File: src/hw/rtl/pmtu_pkg.sv
package pmtu_pkg;

  localparam int unsigned SizeW  = 16;
  localparam int unsigned CountW = 8;
  localparam int unsigned ModeW  = 3;
  localparam int unsigned IdxW   = 2;
  localparam int unsigned InDataW  = 16;
  localparam int unsigned InUserW  = 8;
  localparam int unsigned OutDataW = 56;

  localparam logic [SizeW-1:0]  BaseSizeRst = 16'd1200;
  localparam logic [CountW-1:0] RetryRst    = 8'd3;
  localparam logic [SizeW-1:0]  InitMaxRst  = 16'd1200;

  localparam logic [CountW-1:0] CountMax = '1;
  localparam logic [SizeW-1:0]  SizeMax  = '1;

  typedef enum logic [ModeW-1:0] {
    MODE_SENT  = 3'd0,
    MODE_ACK   = 3'd1,
    MODE_LOST  = 3'd2,
    MODE_BHOLE = 3'd3,
    MODE_SETMX = 3'd4,
    MODE_QUERY = 3'd5
  } mode_t;

  typedef enum logic [1:0] {
    ST_OK       = 2'd0,
    ST_INFLIGHT = 2'd1,
    ST_INVALID  = 2'd2
  } status_t;

  typedef enum logic [IdxW-1:0] {
    REG_BASE    = 2'd0,
    REG_RETRY   = 2'd1,
    REG_INITMAX = 2'd2
  } reg_idx_t;

  typedef enum logic [1:0] {
    PH_BASE      = 2'd0,
    PH_SEARCHING = 2'd1,
    PH_COMPLETE  = 2'd2,
    PH_ERROR     = 2'd3
  } phase_t;

  typedef struct packed {
    logic [SizeW-1:0]  max_sz;
    logic [SizeW-1:0]  validated;
    logic [SizeW-1:0]  floor;
    logic [SizeW-1:0]  ceiling;
    logic [SizeW-1:0]  pending;
    logic [CountW-1:0] attempts;
    logic              outstanding;
    logic [SizeW-1:0]  bh_total;
    phase_t            phase;
  } search_t;

  // result item, lowest field in the lowest bits
  typedef struct packed {
    logic [1:0]       pad;
    logic [SizeW-1:0] blackholes_out;
    logic             validated_changed;
    logic             in_flight_out;
    logic [1:0]       search_state;
    logic [SizeW-1:0] validated_out;
    logic [SizeW-1:0] next_probe;
    logic [1:0]       status;
  } result_t;

  function automatic logic [SizeW-1:0] min_f(input logic [SizeW-1:0] a,
                                              input logic [SizeW-1:0] b);
    return (a < b) ? a : b;
  endfunction

  function automatic logic [SizeW-1:0] max_f(input logic [SizeW-1:0] a,
                                              input logic [SizeW-1:0] b);
    return (a > b) ? a : b;
  endfunction

  function automatic phase_t phase_f(input search_t s, input logic [SizeW-1:0] base);
    phase_t p;
    if (s.validated < base) p = PH_ERROR;
    else if (s.validated == base) p = s.outstanding ? PH_SEARCHING : PH_BASE;
    else if (s.ceiling <= s.validated) p = PH_COMPLETE;
    else p = PH_SEARCHING;
    return p;
  endfunction

  function automatic search_t clear_f(input search_t s);
    search_t r;
    r = s;
    r.pending     = '0;
    r.attempts    = '0;
    r.outstanding = 1'b0;
    return r;
  endfunction

  function automatic search_t clamp_f(input search_t s);
    search_t r;
    r = s;
    r.validated = min_f(r.validated, r.max_sz);
    r.floor     = r.validated;
    r.ceiling   = max_f(min_f(r.ceiling, r.max_sz), r.floor);
    if (r.pending <= r.validated || r.pending > r.ceiling) r = clear_f(r);
    return r;
  endfunction

  function automatic search_t init_f(input logic [SizeW-1:0] base,
                                     input logic [SizeW-1:0] imax);
    search_t r;
    r.max_sz      = (imax == '0) ? base : imax;
    r.validated   = min_f(base, r.max_sz);
    r.floor       = r.validated;
    r.ceiling     = r.max_sz;
    r.pending     = '0;
    r.attempts    = '0;
    r.outstanding = 1'b0;
    r.bh_total    = '0;
    r.phase       = PH_BASE;
    r.phase       = phase_f(r, base);
    return r;
  endfunction

  // upward-rounded midpoint, zero when the range is empty
  function automatic logic [SizeW-1:0] mid_f(input logic [SizeW-1:0] lo,
                                              input logic [SizeW-1:0] hi);
    logic [SizeW:0] half;
    logic [SizeW:0] sum;
    half = ({1'b0, hi} - {1'b0, lo} + {{SizeW{1'b0}}, 1'b1}) >> 1;
    sum  = {1'b0, lo} + half;
    return (hi <= lo) ? '0 : sum[SizeW-1:0];
  endfunction

  function automatic logic [SizeW-1:0] next_f(input search_t s);
    logic [SizeW-1:0] r;
    if (s.outstanding) r = s.pending;
    else if (s.pending > s.validated && s.attempts != '0) r = s.pending;
    else r = mid_f(s.floor, s.ceiling);
    return r;
  endfunction

endpackage

File: src/hw/rtl/path_mtu_probe_search.sv
// Each item is held in the input register and then its result in the result register,
// which loads only while the output can advance.
// Throughput: one event per cycle unless out_tready stalls the output; the search state
// updates in one pass as the input register drains into the result register.
// Reset (rst_n low, synchronous): registers return to base 1200, retry limit 3,
// initial maximum 1200, and the search state is initialized from them.
module path_mtu_probe_search (
  input  logic                               clk,
  input  logic                               rst_n,
  input  logic                               in_tvalid,
  output logic                               in_tready,
  input  logic [pmtu_pkg::InDataW-1:0]       in_tdata,   // [15:0] size_value
  input  logic [pmtu_pkg::InUserW-1:0]       in_tuser,   // [2:0] mode, rest zero
  output logic                               out_tvalid,
  input  logic                               out_tready,
  // [1:0] status, [17:2] next_probe, [33:18] validated_out, [35:34] search_state,
  // [36] in_flight_out, [37] validated_changed, [53:38] blackholes_out, rest zero
  output logic [pmtu_pkg::OutDataW-1:0]      out_tdata,
  input  logic                               cfg_valid,
  output logic                               cfg_ready,
  input  logic [pmtu_pkg::IdxW-1:0]          cfg_index,
  input  logic [pmtu_pkg::SizeW-1:0]         cfg_data
);
  import pmtu_pkg::*;

  logic [SizeW-1:0]  base_r;
  logic [CountW-1:0] retry_r;

  search_t st_r, st_nxt, st_item;

  logic             s1_vld_r;
  logic [ModeW-1:0] s1_mode_r;
  logic [SizeW-1:0] s1_size_r;

  logic    out_vld_r;
  result_t out_r, res_nxt;

  logic out_adv, s1_fire, in_fire, cfg_fire;

  assign out_adv   = !out_vld_r || out_tready;
  assign s1_fire   = s1_vld_r && out_adv;
  assign in_tready = !s1_vld_r || out_adv;
  assign in_fire   = in_tvalid && in_tready;
  assign cfg_ready = !s1_vld_r;
  assign cfg_fire  = cfg_valid && cfg_ready;

  assign out_tvalid = out_vld_r;
  assign out_tdata  = out_r;

  always_comb begin
    search_t          s;
    logic [1:0]       status;
    logic             changed;
    logic [SizeW-1:0] sz;
    s       = st_r;
    status  = ST_OK;
    changed = 1'b0;
    sz      = s1_size_r;
    case (s1_mode_r)
      MODE_SENT: begin
        if (s.outstanding) begin
          status = ST_INFLIGHT;
        end else if (sz <= s.validated || sz > s.ceiling) begin
          status = ST_INVALID;
        end else begin
          s.outstanding = 1'b1;
          s.pending     = sz;
          if (s.attempts != CountMax) s.attempts = s.attempts + 1'b1;
          s.phase = PH_SEARCHING;
        end
      end
      MODE_ACK: begin
        if (!s.outstanding || s.pending != sz) begin
          status = ST_INVALID;
        end else begin
          s.validated = min_f(sz, s.max_sz);
          s.floor     = s.validated;
          s           = clear_f(s);
          s.phase     = phase_f(s, base_r);
          changed     = (s.validated != st_r.validated);
        end
      end
      MODE_LOST: begin
        if (!s.outstanding || s.pending != sz) begin
          status = ST_INVALID;
        end else begin
          s.outstanding = 1'b0;
          if (s.attempts < retry_r) begin
            s.phase = PH_SEARCHING;
          end else begin
            s.pending  = '0;
            s.attempts = '0;
            if (sz != '0) s.ceiling = sz - 1'b1;
            s.ceiling = max_f(s.ceiling, s.floor);
            s.phase   = phase_f(s, base_r);
          end
        end
      end
      MODE_BHOLE: begin
        if (s.bh_total != SizeMax) s.bh_total = s.bh_total + 1'b1;
        s.validated = min_f(base_r, s.max_sz);
        s.floor     = s.validated;
        s.ceiling   = s.validated;
        s           = clear_f(s);
        s.phase     = PH_ERROR;
        changed     = (s.validated != st_r.validated);
      end
      MODE_SETMX: begin
        s.max_sz = (sz == '0) ? base_r : sz;
        s        = clamp_f(s);
        s.phase  = phase_f(s, base_r);
      end
      MODE_QUERY: begin
      end
      default: begin
        status = ST_INVALID;
      end
    endcase
    st_item = s;
    res_nxt.pad               = '0;
    res_nxt.blackholes_out    = s.bh_total;
    res_nxt.validated_changed = changed;
    res_nxt.in_flight_out     = s.outstanding;
    res_nxt.search_state      = s.phase;
    res_nxt.validated_out     = s.validated;
    res_nxt.next_probe        = next_f(s);
    res_nxt.status            = status;
  end

  always_comb begin
    search_t s;
    s = st_r;
    if (cfg_fire) begin
      case (cfg_index)
        REG_BASE: begin
          if (s.max_sz == '0) s.max_sz = cfg_data;
          s       = clamp_f(s);
          s.phase = phase_f(s, cfg_data);
        end
        REG_INITMAX: s = init_f(base_r, cfg_data);
        default: begin
        end
      endcase
    end else if (s1_fire) begin
      s = st_item;
    end
    st_nxt = s;
  end

  always_ff @(posedge clk) begin
    if (!rst_n) begin
      base_r    <= BaseSizeRst;
      retry_r   <= RetryRst;
      st_r      <= init_f(BaseSizeRst, InitMaxRst);
      s1_vld_r  <= 1'b0;
      out_vld_r <= 1'b0;
    end else begin
      st_r <= st_nxt;
      if (cfg_fire) begin
        case (cfg_index)
          REG_BASE:  base_r  <= cfg_data;
          REG_RETRY: retry_r <= cfg_data[CountW-1:0];
          default: begin
          end
        endcase
      end
      if (in_tready) s1_vld_r <= in_tvalid;
      if (out_adv) out_vld_r <= s1_vld_r;
    end
  end

  always_ff @(posedge clk) begin
    if (in_fire) begin
      s1_mode_r <= in_tuser[ModeW-1:0];
      s1_size_r <= in_tdata[SizeW-1:0];
    end
    if (s1_fire) out_r <= res_nxt;
  end

  a_floor_tracks: assert property (@(posedge clk) disable iff (!rst_n)
    st_r.floor == st_r.validated)
    else $error("search floor differs from validated size");

  a_bounds_order: assert property (@(posedge clk) disable iff (!rst_n)
    st_r.ceiling >= st_r.floor)
    else $error("search ceiling below floor");

  a_probe_above: assert property (@(posedge clk) disable iff (!rst_n)
    st_r.outstanding |-> (st_r.pending > st_r.validated))
    else $error("outstanding probe not above validated size");

  a_state_quiet: assert property (@(posedge clk) disable iff (!rst_n)
    (!s1_fire && !cfg_fire) |=> $stable(st_r))
    else $error("search state changed without an item or write");

  a_valid_below_max: assert property (@(posedge clk) disable iff (!rst_n)
    st_r.validated <= st_r.max_sz)
    else $error("validated size above maximum");

endmodule

File: config.mk
export PLATFORM = sky130hd
export DESIGN_NAME = path_mtu_probe_search
export DESIGN_NICKNAME = d
export VERILOG_FILES = /design/src/hw/rtl/pmtu_pkg.sv /design/src/hw/rtl/path_mtu_probe_search.sv
export SDC_FILE = /design/constraint.sdc
export NUM_CORES = 1
export LEC_CHECK = 0
export ABC_AREA = 1
export BUFFER_PORTS_ARGS = -buffer_cell sky130_fd_sc_hd__buf_2
export CAP_MARGIN = 20
export CORE_UTILIZATION = 45
export CTS_BUF_LIST = sky130_fd_sc_hd__clkbuf_2
export DETAILED_ROUTE_END_ITERATION = 6
export SYNTH_ARGS = -nofsm -noshare
export SYNTH_HDL_FRONTEND = slang
export SYNTH_SLANG_ARGS = --single-unit
File: constraint.sdc
create_clock -name clk -period 11.8 [get_ports clk]
set_input_delay 2.36 -clock clk [delete_from_list [all_inputs] [get_ports clk]]
set_output_delay 2.36 -clock clk [all_outputs]
set_load 0.01 [all_outputs]
==> metrics.txt <==
status=finished clean; Core Region=56400 µm²; fin crit share=93.9%; Seq/Total Area, Yosys=18.9%; Least-Margin Pin Slew=1140 ps; top_reg_cell synth=dfxtp_1; CTS Sinks=206; syn_area_per_cell=6.92 µm²; Port Buffers=98; Pwr Density=147 nW/µm²; fraction of registers with async set/reset=0%; fin nets=4382; largest cells by area after synthesis=ha_1 23%, nand2_1 11%, dfxtp_1 10%; layout cells sized above 1=10.5%; worst rel slew slack=24.2%; die width=241 µm; Pleak=0.0133 µW; worst-path maximum fanout=17; Initial Utilization=45.5%; Synth Register Bits=206; Distinct cells, synth=68; CTS Hold Bufs=0; post-synth top area share=23.0%; # DRC=0; worst slack, placed=1210 ps; Synthesis Warnings=0; H-tree lvl count=3; Layout area overhead=9.08%; CTS Buf Count=66; max cap viols=0; Hold Crit Class=reg2reg; largest net degree at the start of global routing=87; die area=58000 µm²; cell mode on critical path=nor2_1; Post-DRT Antenna Nets=0; CTS tree=done; Worst path slowest cell=inv_1; clock slew at reported path FFs=100 ps; number of post-CTS setup repair buffers=0; routability cong.=1.08; Final Hold Fails=0; CP arrival=12050 ps; number of global-route vias before repair=25500; Period minus WS final=11080 ps; initial antenna violation count=4; peak supply drop=0.110 mV; wire length of the first global-routing pass=166000 µm; Clk Latency, worst-skew pair=1150 ps; Tot Pwr=4120 µW; PostCTS Resize Cnt=0; top cells by count, synth=740 x nand2_1, 494 x inv_1, 471 x ha_1, 374 x a21oi_1, 341 x o21ai_0; standard-cell rows=87; Crit. End Element=register; I/O pin cnt=106; clk buf depth=3; vias after detailed routing=28100; DRT iter0 DRCs=3110; WL per Instance=24.8 µm; WS Path Type=reg2reg; Detail Placement HPWL=92800 µm; critical path's largest stage delay=530 ps; drt via density=6.02; GRT Residual Overflow=0; Mapped Area=25700 µm²; sum of negative setup slack=0 ps; crit path launch type=register; GRT Total Usage=39.7%; Post-synth EDFFs=73; Mapped Cells=3709; fin. max-slew vios=0; post-route setup slack=723 ps; RSZ-0062 raised after global routing=false; final WL=116000 µm; endpoints failing setup=0; count leader, synth=nand2_1; die height=241 µm; area leader, netlist=ha_1; Root Buffer=clkbuf_2; Final Non-Filler Cells=4661; TritonRoute pass-1 iters=6; Inst Count DP=4541; fmax=0.0903 GHz; Clock Skew=128 ps; worst path required time=12770 ps
==> metrics by stage <==
stage | instance area, µm² | hold slack (ps) | utilization, %
final | 28000 | 490 | 49.6
after global routing | 28000 | 512 | 49.6
after CTS | 28000 | 492 | 49.6
after detailed placement | 27400 | 475 | 48.5
after global placement | 27400 | 466 | 48.5
after floorplan | 25700 | 435 | -
==> cell type report <==
cell class	instances	area (µm²)
antenna	1	2.50
fill	6034	28400
timing repair buffer	197	1230
sequential	206	4850
tap	756	946
inverter	505	1900
clock buffer	90	450
clock inverter	27	161
multi-input combinational	2879	18500
==> critical path: cells and delay by family (launching register included) <==
kind / cells / cell delay [ps]
buffers and inverters: 10 / 1710
adders and majority gates: 7 / 2090
DFF: 1 / 430
AOI/OAI and AO/OA: 12 / 2320
and+or+nand+nor: 26 / 4020
xor gates and xnor gates: 2 / 340
==> placed cells by master (no fill, tap or decap), types with 19 or more instances in the layout <==
cell,Yosys,routed
dfxtp_1,133,133
nand2_2,17,19
edfxtp_1,73,73
a211oi_1,45,45
a31oi_1,19,19
nor2_1,217,214
buf_4,3,97
xor2_1,63,63
ha_1,471,471
nor3_1,47,47
inv_1,494,493
o21ai_0,341,341
nand4_1,75,75
a21oi_1,374,374
nand2_1,740,738
o211ai_1,61,61
clkbuf_2,0,91
o22ai_1,21,21
buf_2,5,99
o221ai_1,32,31
nand3_1,121,121
==> report_power, final <==
| group | leakage (µW) | switching, µW | internal (µW) |
|---|---|---|---|
| clock network | 0.000460 | 403 | 237 |
| registers | 0.00178 | 60.2 | 801 |
| logic | 0.0111 | 1750 | 864 |
| total | 0.0133 | 2220 | 1900 |
==> logic make-up after synthesis <==
group / Yosys count / share of synthesized area (%)
AOI/OAI and AO/OA: 1050 / 24.3
xor gates and xnor gates: 67 / 2.29
adders and majority gates: 480 / 23.7
buffers and inverters: 625 / 9.40
DFF: 206 / 18.9
other: 1 / 0.0146
and+or+nand+nor: 1280 / 21.5
==> layer usage <==
| metal | global-route usage (%) | part of all wire, % | vias up |
|---|---|---|---|
| met5 | 0 | 0.025 | - |
| met4 | 28.5 | 7.8 | 4 |
| met3 | 7.62 | 10 | 385 |
| li1 | - | - | 13200 |
| met2 | 58.2 | 41 | 1557 |
| met1 | 52.0 | 41 | 12900 |
==> state kept, by name, indices dropped and copies added (netlist names) <==
signal      flops
s1_vld_r        1
st_r          107
retry_r         8
out_tvalid      1
out_tdata      54
s1_size_r      16
base_r         16
s1_mode_r       3
==> final timing paths <==
| kind | start | to | slack (ps) | depth (start not counted) |
|---|---|---|---|---|
| max | s1_size_r[1] | out_tdata[16] | 720 | 57 |
| min | retry_r[1] | retry_r[1] | 490 | 2 |
| max reg2reg | s1_size_r[1] | out_tdata[16] | 720 | 57 |
| min reg2reg | retry_r[1] | retry_r[1] | 490 | 2 |
Note: power is estimated with default switching activity, not from simulation.
